--- src/rtl/core/sequenced_event_ring_log_core_assert.svh ---
// Assertion macros shared by the sequenced event ring log modules.
`ifndef SEQUENCED_EVENT_RING_LOG_CORE_ASSERT_SVH
`define SEQUENCED_EVENT_RING_LOG_CORE_ASSERT_SVH

`ifndef SYNTHESIS

// Same-cycle implication, checked outside reset.
`define SERL_ASSERT_IMPL(name, ante, cons, msg) \
	name: assert property (@(posedge clk) disable iff (!arst_n) (ante) |-> (cons)) \
		else $error(msg);

// Next-cycle implication, checked outside reset.
`define SERL_ASSERT_NEXT(name, ante, cons, msg) \
	name: assert property (@(posedge clk) disable iff (!arst_n) (ante) |=> (cons)) \
		else $error(msg);

`else

`define SERL_ASSERT_IMPL(name, ante, cons, msg)
`define SERL_ASSERT_NEXT(name, ante, cons, msg)

`endif

`endif

--- src/rtl/core/serl_pkg.sv ---
// Shared types and constants of the sequenced event ring log.
package serl_pkg;

	// Fixed field widths.
	localparam int ID_W   = 16;
	localparam int AUX_W  = 32;
	localparam int SEEN_W = 16;

	// Defaults for the top-level parameters.
	localparam int DEF_LOG_DEPTH     = 16;
	localparam int DEF_COUNTER_LIMIT = 4096;

	// Request codes; only bit 0 of the request type is used.
	typedef enum logic {
		REQ_PUSH  = 1'b0,
		REQ_FETCH = 1'b1
	} serl_req_t;

	// Result status codes.
	typedef enum logic [1:0] {
		STATUS_OK       = 2'd0,
		STATUS_RANGE    = 2'd1,
		STATUS_EMPTY    = 2'd2,
		STATUS_NOTFOUND = 2'd3
	} serl_status_t;

	// Sequencer states.
	typedef enum logic [1:0] {
		SERL_IDLE,
		SERL_SCAN,
		SERL_FLUSH,
		SERL_EMIT
	} serl_state_t;

	// Control from the sequencer to the stamp-match unit.
	typedef struct packed {
		logic clear;   // Drop the hits of the previous transaction.
		logic cmp_en;  // Read data of a scanned slot is present.
		logic live;    // That slot has been written since reset.
	} serl_scan_ctl_t;

endpackage

--- src/rtl/core/serl_mem.sv ---
// Slot storage: one write port, one read port with registered read data.
module serl_mem #(
	parameter int DEPTH = serl_pkg::DEF_LOG_DEPTH,
	parameter int WIDTH = 92
) (
	input  logic                     clk,
	input  logic                     wr_en,
	input  logic [$clog2(DEPTH)-1:0] wr_addr,
	input  logic [WIDTH-1:0]         wr_data,
	input  logic                     rd_en,
	input  logic [$clog2(DEPTH)-1:0] rd_addr,
	output logic [WIDTH-1:0]         rd_data
);
	import serl_pkg::*;

	logic [WIDTH-1:0] mem [DEPTH];

	// Write port.
	always_ff @(posedge clk) begin
		if (wr_en) begin
			mem[wr_addr] <= wr_data;
		end
	end

	// Read port with registered read data.
	always_ff @(posedge clk) begin
		if (rd_en) begin
			rd_data <= mem[rd_addr];
		end
	end

endmodule

--- src/rtl/core/serl_scan.sv ---
// Stamp-match unit: compares scanned slots against two wanted stamps.
`include "sequenced_event_ring_log_core_assert.svh"

module serl_scan #(
	parameter int COUNTER_LIMIT = serl_pkg::DEF_COUNTER_LIMIT
) (
	input  logic                   clk,
	input  logic                   arst_n,
	input  serl_pkg::serl_scan_ctl_t ctl,
	input  logic [serl_pkg::ID_W+2*serl_pkg::AUX_W+$clog2(COUNTER_LIMIT)-1:0] rd_word,
	input  logic [$clog2(COUNTER_LIMIT)-1:0] tgt_first,
	input  logic [$clog2(COUNTER_LIMIT)-1:0] tgt_second,
	input  logic                   use_second,
	output logic                   found,
	output logic [serl_pkg::ID_W+2*serl_pkg::AUX_W+$clog2(COUNTER_LIMIT)-1:0] hit_word
);
	import serl_pkg::*;

	localparam int CW     = $clog2(COUNTER_LIMIT);
	localparam int WORD_W = ID_W + 2 * AUX_W + CW;
	localparam logic [ID_W-1:0] RESET_ID = ID_W'(COUNTER_LIMIT + 1);
	localparam logic [WORD_W-1:0] RESET_WORD = {RESET_ID, {(2 * AUX_W + CW){1'b0}}};

	logic [WORD_W-1:0] eff_word;
	logic [CW-1:0]     eff_stamp;
	logic              match_first;
	logic              match_second;
	logic              hit_first_q;
	logic              hit_second_q;
	logic [WORD_W-1:0] word_first_q;
	logic [WORD_W-1:0] word_second_q;

	// A slot not yet written since reset reads as its reset contents.
	assign eff_word     = ctl.live ? rd_word : RESET_WORD;
	assign eff_stamp    = eff_word[CW-1:0];
	assign match_first  = ctl.cmp_en && !hit_first_q && (eff_stamp == tgt_first);
	assign match_second = ctl.cmp_en && use_second && !hit_second_q &&
		(eff_stamp == tgt_second);

	// Hit flags keep the first (lowest index) match of each stamp.
	always_ff @(posedge clk or negedge arst_n) begin
		if (!arst_n) begin
			hit_first_q  <= 1'b0;
			hit_second_q <= 1'b0;
		end else if (ctl.clear) begin
			hit_first_q  <= 1'b0;
			hit_second_q <= 1'b0;
		end else begin
			if (match_first) begin
				hit_first_q <= 1'b1;
			end
			if (match_second) begin
				hit_second_q <= 1'b1;
			end
		end
	end

	// Captured slot contents of each hit.
	always_ff @(posedge clk) begin
		if (match_first) begin
			word_first_q <= eff_word;
		end
		if (match_second) begin
			word_second_q <= eff_word;
		end
	end

	// The stamp after the seen one wins over the newest stamp.
	assign found    = hit_first_q || hit_second_q;
	assign hit_word = hit_first_q ? word_first_q : word_second_q;

	`SERL_ASSERT_NEXT(a_hits_hold, !ctl.clear && !ctl.cmp_en, $stable(hit_first_q) && $stable(hit_second_q), "hit flags changed without a compare")
	`SERL_ASSERT_NEXT(a_clear_drops, ctl.clear, !hit_first_q && !hit_second_q, "hit flags survived a clear")
	`SERL_ASSERT_IMPL(a_second_used, hit_second_q, use_second, "newest-stamp hit recorded while not wanted")

endmodule

--- src/rtl/core/sequenced_event_ring_log_core.sv ---
// Top level of the sequenced event ring log: sequencer, counters and output register.
//
// Ring log of events held in one slot memory with a single read port. A push
// stores the event at the write index, stamps it with the running sequence
// number and goes from acceptance straight to the emit step. So does a fetch
// whose seen number is out of range, or that finds the log empty. Any other
// fetch scans every slot once through the memory read port, checking each
// slot against both the stamp after the seen one and the newest stamp, then
// passes through the flush step to emit. One transaction is in work at a time;
// a new one is accepted while the previous result still waits in the output
// register. Slots not yet written since reset are tracked with a fill count
// and read as their reset contents, so no clearing pass is needed.
`include "sequenced_event_ring_log_core_assert.svh"

module sequenced_event_ring_log_core #(
	parameter int LOG_DEPTH     = serl_pkg::DEF_LOG_DEPTH,
	parameter int COUNTER_LIMIT = serl_pkg::DEF_COUNTER_LIMIT
) (
	input  logic                              clk,
	input  logic                              arst_n,
	input  logic                              in_valid,
	output logic                              in_ready,
	input  logic                              req_type,
	input  logic [serl_pkg::ID_W-1:0]         event_id,
	input  logic [serl_pkg::AUX_W-1:0]        aux_first,
	input  logic [serl_pkg::AUX_W-1:0]        aux_second,
	input  logic [serl_pkg::SEEN_W-1:0]       after_counter,
	output logic                              out_valid,
	input  logic                              out_ready,
	output logic [1:0]                        status,
	output logic [serl_pkg::ID_W-1:0]         out_event_id,
	output logic [serl_pkg::AUX_W-1:0]        out_aux_first,
	output logic [serl_pkg::AUX_W-1:0]        out_aux_second,
	output logic [$clog2(COUNTER_LIMIT)-1:0]  out_counter,
	output logic [$clog2(COUNTER_LIMIT)-1:0]  last_counter
);
	import serl_pkg::*;

	localparam int CW     = $clog2(COUNTER_LIMIT);
	localparam int AW     = $clog2(LOG_DEPTH);
	localparam int FW     = $clog2(LOG_DEPTH + 1);
	localparam int WORD_W = ID_W + 2 * AUX_W + CW;
	localparam logic [CW-1:0] STAMP_MAX = CW'(COUNTER_LIMIT - 1);
	localparam logic [AW-1:0] IDX_MAX   = AW'(LOG_DEPTH - 1);
	localparam logic [FW-1:0] FILL_FULL = FW'(LOG_DEPTH);
	localparam logic [SEEN_W:0] LIMIT_X = (SEEN_W + 1)'(COUNTER_LIMIT);

	serl_state_t    state_q;
	serl_state_t    state_d;
	serl_scan_ctl_t scan_ctl;

	logic              in_acc;
	logic              is_fetch;
	logic              seen_bad;
	logic [CW-1:0]     seen_c;
	logic [CW-1:0]     newest;
	logic              wr_en;
	logic              rd_en;
	logic              out_load;
	logic [WORD_W-1:0] wr_word;
	logic [WORD_W-1:0] rd_word;
	logic [WORD_W-1:0] hit_word;
	logic              found;

	logic [AW-1:0]     wr_idx_q;
	logic [FW-1:0]     fill_q;
	logic [CW-1:0]     next_stamp_q;
	logic [AW-1:0]     scan_idx_q;
	logic [AW-1:0]     idx_s1;
	logic              rd_vld_s1;
	logic [CW-1:0]     tgt_first_q;
	logic [CW-1:0]     tgt_second_q;
	logic              use_second_q;
	logic              res_scan_q;
	logic [1:0]        res_status_q;
	logic              out_valid_q;

	// Request decode.
	assign in_acc   = in_valid && in_ready;
	assign is_fetch = (serl_req_t'(req_type) == REQ_FETCH);
	assign seen_bad = ({1'b0, after_counter} >= LIMIT_X);
	assign seen_c   = CW'(after_counter);
	assign newest   = (next_stamp_q == '0) ? STAMP_MAX : next_stamp_q - 1'b1;

	// Next state.
	always_comb begin
		state_d = state_q;
		unique case (state_q)
			SERL_IDLE: begin
				if (in_valid) begin
					if (is_fetch && !seen_bad && (next_stamp_q != CW'(1))) begin
						state_d = SERL_SCAN;
					end else begin
						state_d = SERL_EMIT;
					end
				end
			end
			SERL_SCAN: begin
				if (scan_idx_q == IDX_MAX) begin
					state_d = SERL_FLUSH;
				end
			end
			SERL_FLUSH: begin
				state_d = SERL_EMIT;
			end
			SERL_EMIT: begin
				if (!out_valid_q || out_ready) begin
					state_d = SERL_IDLE;
				end
			end
			default: begin
				state_d = SERL_IDLE;
			end
		endcase
	end

	// State-driven outputs.
	always_comb begin
		in_ready        = 1'b0;
		rd_en           = 1'b0;
		out_load        = 1'b0;
		scan_ctl.clear  = 1'b0;
		unique case (state_q)
			SERL_IDLE: begin
				in_ready       = 1'b1;
				scan_ctl.clear = in_valid;
			end
			SERL_SCAN: begin
				rd_en = 1'b1;
			end
			SERL_FLUSH: begin
			end
			SERL_EMIT: begin
				out_load = !out_valid_q || out_ready;
			end
			default: begin
			end
		endcase
		scan_ctl.cmp_en = rd_vld_s1;
		scan_ctl.live   = (FW'(idx_s1) < fill_q);
	end

	always_ff @(posedge clk or negedge arst_n) begin
		if (!arst_n) begin
			state_q <= SERL_IDLE;
		end else begin
			state_q <= state_d;
		end
	end

	// Push path: the memory is written only from idle, so a scan never overlaps it.
	assign wr_en   = in_acc && !is_fetch;
	assign wr_word = {event_id, aux_first, aux_second, next_stamp_q};

	always_ff @(posedge clk or negedge arst_n) begin
		if (!arst_n) begin
			wr_idx_q     <= '0;
			fill_q       <= '0;
			next_stamp_q <= CW'(1);
		end else if (wr_en) begin
			wr_idx_q     <= (wr_idx_q == IDX_MAX) ? '0 : wr_idx_q + 1'b1;
			next_stamp_q <= (next_stamp_q == STAMP_MAX) ? '0 : next_stamp_q + 1'b1;
			if (fill_q != FILL_FULL) begin
				fill_q <= fill_q + 1'b1;
			end
		end
	end

	// Scan address counter and read-data stage.
	always_ff @(posedge clk or negedge arst_n) begin
		if (!arst_n) begin
			scan_idx_q <= '0;
			rd_vld_s1  <= 1'b0;
		end else begin
			rd_vld_s1 <= rd_en;
			if (in_acc) begin
				scan_idx_q <= '0;
			end else if (rd_en) begin
				scan_idx_q <= scan_idx_q + 1'b1;
			end
		end
	end

	always_ff @(posedge clk) begin
		idx_s1 <= scan_idx_q;
	end

	// Wanted stamps and the status of transactions that need no scan.
	always_ff @(posedge clk or negedge arst_n) begin
		if (!arst_n) begin
			res_scan_q   <= 1'b0;
			res_status_q <= STATUS_OK;
		end else if (in_acc) begin
			res_scan_q <= 1'b0;
			if (!is_fetch) begin
				res_status_q <= STATUS_OK;
			end else if (seen_bad) begin
				res_status_q <= STATUS_RANGE;
			end else if (next_stamp_q == CW'(1)) begin
				res_status_q <= STATUS_EMPTY;
			end else begin
				res_scan_q <= 1'b1;
			end
		end
	end

	always_ff @(posedge clk) begin
		if (in_acc) begin
			tgt_first_q  <= (seen_c == STAMP_MAX) ? '0 : seen_c + 1'b1;
			tgt_second_q <= newest;
			use_second_q <= (newest != seen_c);
		end
	end

	serl_mem #(
		.DEPTH (LOG_DEPTH),
		.WIDTH (WORD_W)
	) u_mem (
		.clk     (clk),
		.wr_en   (wr_en),
		.wr_addr (wr_idx_q),
		.wr_data (wr_word),
		.rd_en   (rd_en),
		.rd_addr (scan_idx_q),
		.rd_data (rd_word)
	);

	serl_scan #(
		.COUNTER_LIMIT (COUNTER_LIMIT)
	) u_scan (
		.clk        (clk),
		.arst_n     (arst_n),
		.ctl        (scan_ctl),
		.rd_word    (rd_word),
		.tgt_first  (tgt_first_q),
		.tgt_second (tgt_second_q),
		.use_second (use_second_q),
		.found      (found),
		.hit_word   (hit_word)
	);

	// Output register valid flag.
	always_ff @(posedge clk or negedge arst_n) begin
		if (!arst_n) begin
			out_valid_q <= 1'b0;
		end else if (out_load) begin
			out_valid_q <= 1'b1;
		end else if (out_ready) begin
			out_valid_q <= 1'b0;
		end
	end

	// Output register payload; failed fetches and pushes carry zero slot fields.
	always_ff @(posedge clk) begin
		if (out_load) begin
			last_counter <= newest;
			if (res_scan_q && found) begin
				status         <= STATUS_OK;
				out_event_id   <= hit_word[WORD_W-1 -: ID_W];
				out_aux_first  <= hit_word[2*AUX_W+CW-1 -: AUX_W];
				out_aux_second <= hit_word[AUX_W+CW-1 -: AUX_W];
				out_counter    <= hit_word[CW-1:0];
			end else begin
				status         <= res_scan_q ? STATUS_NOTFOUND : res_status_q;
				out_event_id   <= '0;
				out_aux_first  <= '0;
				out_aux_second <= '0;
				out_counter    <= '0;
			end
		end
	end

	assign out_valid = out_valid_q;

	`SERL_ASSERT_IMPL(a_no_write_busy, state_q != SERL_IDLE, !wr_en, "slot memory written while a transaction is in work")
	`SERL_ASSERT_IMPL(a_fill_bound, 1'b1, fill_q <= FILL_FULL, "fill count beyond the log depth")
	`SERL_ASSERT_IMPL(a_rose_from_emit, $rose(out_valid_q), $past(state_q) == SERL_EMIT, "result presented outside the emit step")

endmodule
--- config.mk ---
export PLATFORM = sky130hd
export DESIGN_NAME = sequenced_event_ring_log_core
export DESIGN_NICKNAME = d
export VERILOG_FILES = /design/src/rtl/core/serl_pkg.sv /design/src/rtl/core/serl_mem.sv /design/src/rtl/core/serl_scan.sv /design/src/rtl/core/sequenced_event_ring_log_core.sv
export VERILOG_INCLUDE_DIRS = /design/src /design/src/rtl/core
export SDC_FILE = /design/constraint.sdc
export NUM_CORES = 2
export LEC_CHECK = 0
export BUFFER_PORTS_ARGS = -buffer_cell sky130_fd_sc_hd__buf_2
export CORE_UTILIZATION = 55
export CTS_CLUSTER_SIZE = 20
export DETAILED_ROUTE_END_ITERATION = 6
export PLACE_DENSITY = 0.76
export RECOVER_POWER = 100
export SYNTH_ARGS = -nofsm -noshare
export SYNTH_HDL_FRONTEND = slang
export SYNTH_HIERARCHICAL = 1
export SYNTH_SLANG_ARGS = --single-unit
--- constraint.sdc ---
create_clock -name clk -period 29 [get_ports clk]
set_clock_uncertainty 0.1 [all_clocks]
set_input_delay 2.9 -clock clk [delete_from_list [all_inputs] [get_ports clk]]
set_output_delay 2.9 -clock clk [all_outputs]
set_load 0.05 [all_outputs]
# [Yosys cells after proc, flatten, opt, wreduce, memory -nomap -nowiden]
# Memories as Yosys holds them, arrays and structs flattened. A register that Yosys moved wholly into a read port is not among the register bits.
# Cells that the tools add are included.
[word_totals] romBits=0 latchBits=0 ram_bits=1472 n_memories=1 ff_bits=353
[op_classes] n_shift=0 reduce_logical=26 mul=0 bitwise_logic=0 eq_ne=17 order_cmp=2 add_sub_neg=6 muxes=31 n_div=0
[mem_list] name="u_mem.mem" words=16 word_bits=92 read_ports=1 rd_ports_with_merged_regs=1 wr=1 line_no="serl_mem.sv:16" source="logic [WIDTH-1:0] mem [DEPTH];"
[op_table] cell="92-bit two-way mux" n=2
[op_table] cell="12-bit by 1-bit adder with 12-bit output (second input constant)" n=2
[op_table] cell="12-bit equality test" n=2
[op_table] cell="12-bit equality test (second input constant)" n=2
[op_table] cell="12-bit two-way mux" n=2
[op_table] cell="16-bit by 13-bit >= comparator with 1-bit output (second input constant)" n=1
[op_table] cell="2-bit two-way mux" n=8
[op_table] cell="1-bit two-way mux" n=15
[op_table] cell="12-bit by 1-bit equality test with 1-bit output (second input constant)" n=1
[op_table] cell="12-bit logical NOT" n=1
[op_table] cell="4-bit two-way mux" n=3
[op_table] cell="12-bit by 1-bit != test with 1-bit output (second input constant)" n=1
[op_table] cell="12-bit != test" n=1
[op_table] cell="12-bit by 1-bit subtractor with 12-bit output (second input constant)" n=1
[op_table] cell="1-bit logical AND" n=10
[op_table] cell="4-bit by 1-bit adder with 4-bit output (second input constant)" n=2
[op_table] cell="4-bit equality test (second input constant)" n=2
[op_table] cell="2-bit one-hot mux with 4 select lines" n=1
[op_table] cell="2-bit nonzero test" n=4
[op_table] cell="2-bit != test (second input constant)" n=3
[op_table] cell="5-bit by 1-bit adder with 5-bit output (second input constant)" n=1
[op_table] cell="1-bit logical NOT" n=5
[op_table] cell="4-bit by 5-bit less-than comparator with 1-bit output" n=1
[op_table] cell="5-bit != test (second input constant)" n=1
[op_table] cell="other kinds (7)" n=10

# [Longest topological paths before layout]
[depth] ltp_word=7 mapped_depth=14

# [Cells and area by module]
# Netlist, hierarchy kept.
[modules_own_cells] mod="serl_mem" area_each_um2=57717.9 cells_each=2357 instances=1
[modules_own_cells] mod="serl_scan" area_each_um2=7870.0 cells_each=483 instances=1
[modules_own_cells] mod="sequenced_event_ring_log_core" area_each_um2=7252.0 cells_each=545 instances=1

# [Least setup slack after synthesis]
# Ideal clock, no wire load.
[synth_timing] kind="register -> register" start="reg fill_q[1]" end="reg u_scan.word_second_q[0] (enable)" required_time_ns=28.099 stages_incl_launch_ff=14 setup_ns=0.801 path_slack_ns=16.641 synth_period_minus_slack_ns=12.359 t_arrival_ns=11.458 path_cell_list="dfrtp_1 inv_1 ha_1 o21ai_0 nand2b_1 a21o_1 a21oi_1 or2_2 buf_4 buf_2 clkbuf_1 nand4_1 o211ai_1 nor4b_1"
[synth_lines] element="start, declared" line_no="sequenced_event_ring_log_core.sv:66" source="logic [FW-1:0] fill_q;"
[synth_lines] element="start signal, assigned" line_no="sequenced_event_ring_log_core.sv:164" source="fill_q <= fill_q + 1'b1;"
[synth_lines] element="end signal, assigned" line_no="serl_scan.sv:64" source="word_second_q <= eff_word;"
[synth_lines] element="end, declared" line_no="serl_scan.sv:31" source="logic [WORD_W-1:0] word_second_q;"

==> results.cfg <==
[outcome]
status = complete, but fails checks
violations = DRC, capacitance limit, slew limit

[synthesis]
syn_area_mm2 = 0.0728
syn_nets = 3503
synth_edf_count = 1879
synthFlopType = edfxtp_1
syn_area_per_cell_um2 = 21.5
synth_area_leaders = edfxtp_1 77%, mux4_2 11%, a22oi_1 1.9%
synthCells = 3385
yosysTopAreaCell = edfxtp_1
yosysTopAreaCellShare = 0.775
ys_seq_elements = 1917
seq_area_frac_synth = 0.787
synth.distinct_cells = 70
synthArstFlopShare = 0.0177
yosysWarnings = 6

[critical_path]
crit_buf_inv = 2
cpPeakStageDelay_ns = 6.52
critPathTopFamily = buffers and inverters
cpMostUsedCell = clkbuf_1
crit_type = reg2reg
crit_slowest_cell = clkbuf_1
r2r_slack_ns = 15.77
cp.arrival_ns = 13.64
cp_max_fo = 108
worstSetupStartpointType = register
cp_cell_sequence = clkbuf_1, clkbuf_1, mux4_2, a22oi_1, nand2_1
critical_path.endpoint_type = register
cp_data_required_time_ns = 29.41

[routing]
first_pass_iters = 7
wl_per_cell_um = 29.9
routed-via-count = 35495
ant_nets = 0
via_per_inst = 6.39
wl_mm = 166
drt_iter0_drc = 5219
drc_errors = 2

[global_routing]
grt_first_pass_wirelength_mm = 241
grt.total_usage = 0.247
grt_pass1_vias = 35509
antenna_found_initial = 27
grt_max_degree = 151
grt.overflow.total = 0

[clocking]
numCtsBuffers = 182
hold_buffers = 0
clockBufferDepth = 3
clk_pin_slew_ns = 0.06
cts_resized = 0
cts_root_buffer = clkbuf_16
htree_levels = 4
cts.sinks = 1917
clock_latency_ns = 0.81
tritoncts = done
postCtsSetupRepairBufs = 0

[final_layout]
synthToLayoutAreaGrowth_pct = 11.2
instances_no_fill = 5555
postLayoutCellArea_mm2 = 0.0810
final_nets = 3774
final_common_cell = edfxtp_1
fill_cells = 8863
drive_gt1_frac = 0.198
final_util = 0.616
layout.cells.most_common_list = 1879 x edfxtp_1, 369 x mux4_2, 285 x clkbuf_1

[die]
io_pins = 209
initial_core_util = 0.554
core_mm2 = 0.131
row_count = 133
die_y_um = 366
die_w_um = 366
die_area_mm2 = 0.134

[placement]
port_buffers = 208
dpl-instance-area_mm2 = 0.0759
dp.cells = 5227
hpwl_mm = 89.6
place.gp.congestion = 0.851

[power_and_ir_drop]
vdd_ir_drop_max_mv = 0.0771
cellLeakagePower_nw = 25.3
power.share.clock = 0.294
p_int_w = 0.00551
seq_power_share = 0.458
p_comb_frac = 0.247
p_sw_w = 0.00226
power_density_mw_per_mm2 = 95.9
sw_frac_of_total = 0.291
power_w = 0.00777

[sta]
setup_viol = 0
hold_viol = 0
tightest_slew_ns = 9.36
fmaxAchievable_ghz = 0.0756
maxSlewViolCount = 2710
period_share = 0.456
finalSetupTns_ns = 0
rsz0062_at_grt = no
min_period_ns = 13.23
max-slew-margin-rel = -5.24

[min_path]
hold_path_class = reg2reg

[run]
max-cap-violations = 56
==> state kept, by name, summed over array words and instances, names as in the netlist, 16 cells and up <==
signal / flops
out_aux_second: 32
out_event_id: 16
u_mem/rd_data: 92
u_mem/mem: 1472
out_aux_first: 32
u_scan/word_second_q: 92
u_scan/word_first_q: 92
==> cell families after synthesis <==
kind of cell / Yosys count / share of synthesized area
buffers and inverters: 207 / 0.0133
AO/OA/AOI/OAI: 262 / 0.0268
multiplexers: 463 / 0.129
AND/OR/NAND/NOR: 469 / 0.0350
XOR/XNOR: 50 / 0.00601
adder cells (fa/ha/maj): 17 / 0.00292
flip-flops: 1917 / 0.787
==> power groups by stage <==
stage	clock network, W	registers (W)	logic [W]
after floorplan	0	0.00365	0.00117
after global placement	0	0.00359	0.00174
after detailed placement	0	0.00360	0.00177
after CTS	0.00231	0.00354	0.00179
after global routing	0.00242	0.00358	0.00205
final	0.00229	0.00356	0.00192
==> synthesized netlist by cell type (all sizes together), types with 9 or more instances <==
master,n
a22oi,186
xnor2,35
nand2b,12
clkbuf,92
buf,90
a21oi,10
and2,90
nand3,17
nand4,19
edfxtp,1879
mux4,369
o21ai,23
nor3,11
inv,25
nor2,51
xor2,15
ha,17
nand2,129
and3,94
o211ai,9
dfrtp,33
mux2,92
==> routing by layer <==
metal | vias to the layer above | track usage | routed length (um)
met1 | 18476 | 0.364 | 64800
li1 | 14550 | - | -
met3 | 247 | 0.0557 | 18800
met2 | 2212 | 0.383 | 79300
met4 | 10 | 0.0574 | 2980
met5 | - | 0 | 56
==> layout make-up <==
type	count	area, um2	share of cell area
inverters	25	93.8	0.00116
repair buffers	269	1080	0.0133
multi-input cells	1261	14600	0.180
diodes	6	15.0	0.000185
flip-flops and latches	1917	57400	0.708
well taps	1755	2200	0.0271
clock buffers	229	4760	0.0588
clock inverters	93	901	0.0111
==> path summary, 6_finish.rpt <==
kind                               startpoint                end  cells after the start
worst min register to register      fill_q[3]          fill_q[3]                      1
max in group asynchronous              arst_n         res_scan_q                      1
worst max register to register  scan_idx_q[0]  u_mem/rd_data[84]                      5
worst min-delay path                fill_q[3]          fill_q[3]                      1
min in group asynchronous              arst_n    res_status_q[0]                      1
worst max-delay path            scan_idx_q[0]  u_mem/rd_data[84]                      5
==> per-stage QoR <==
step / setup slack (ns) / hold slack [ns]
floorplan: 16.64 / 0.305
global placement: 21.82 / 0.390
detailed placement: 21.75 / 0.391
CTS: 22.55 / 0.403
global route: 13.81 / 0.420
finish: 15.77 / 0.402
==> worst reg2reg max path, cell delays in order (launching register included) <==
cell,delay (ns)
dfrtp_1,1.87
clkbuf_1,6.56
clkbuf_1,3.05
mux4_2,0.80
a22oi_1,0.37
nand2_1,0.18
Power figures use the tool's default switching activity.
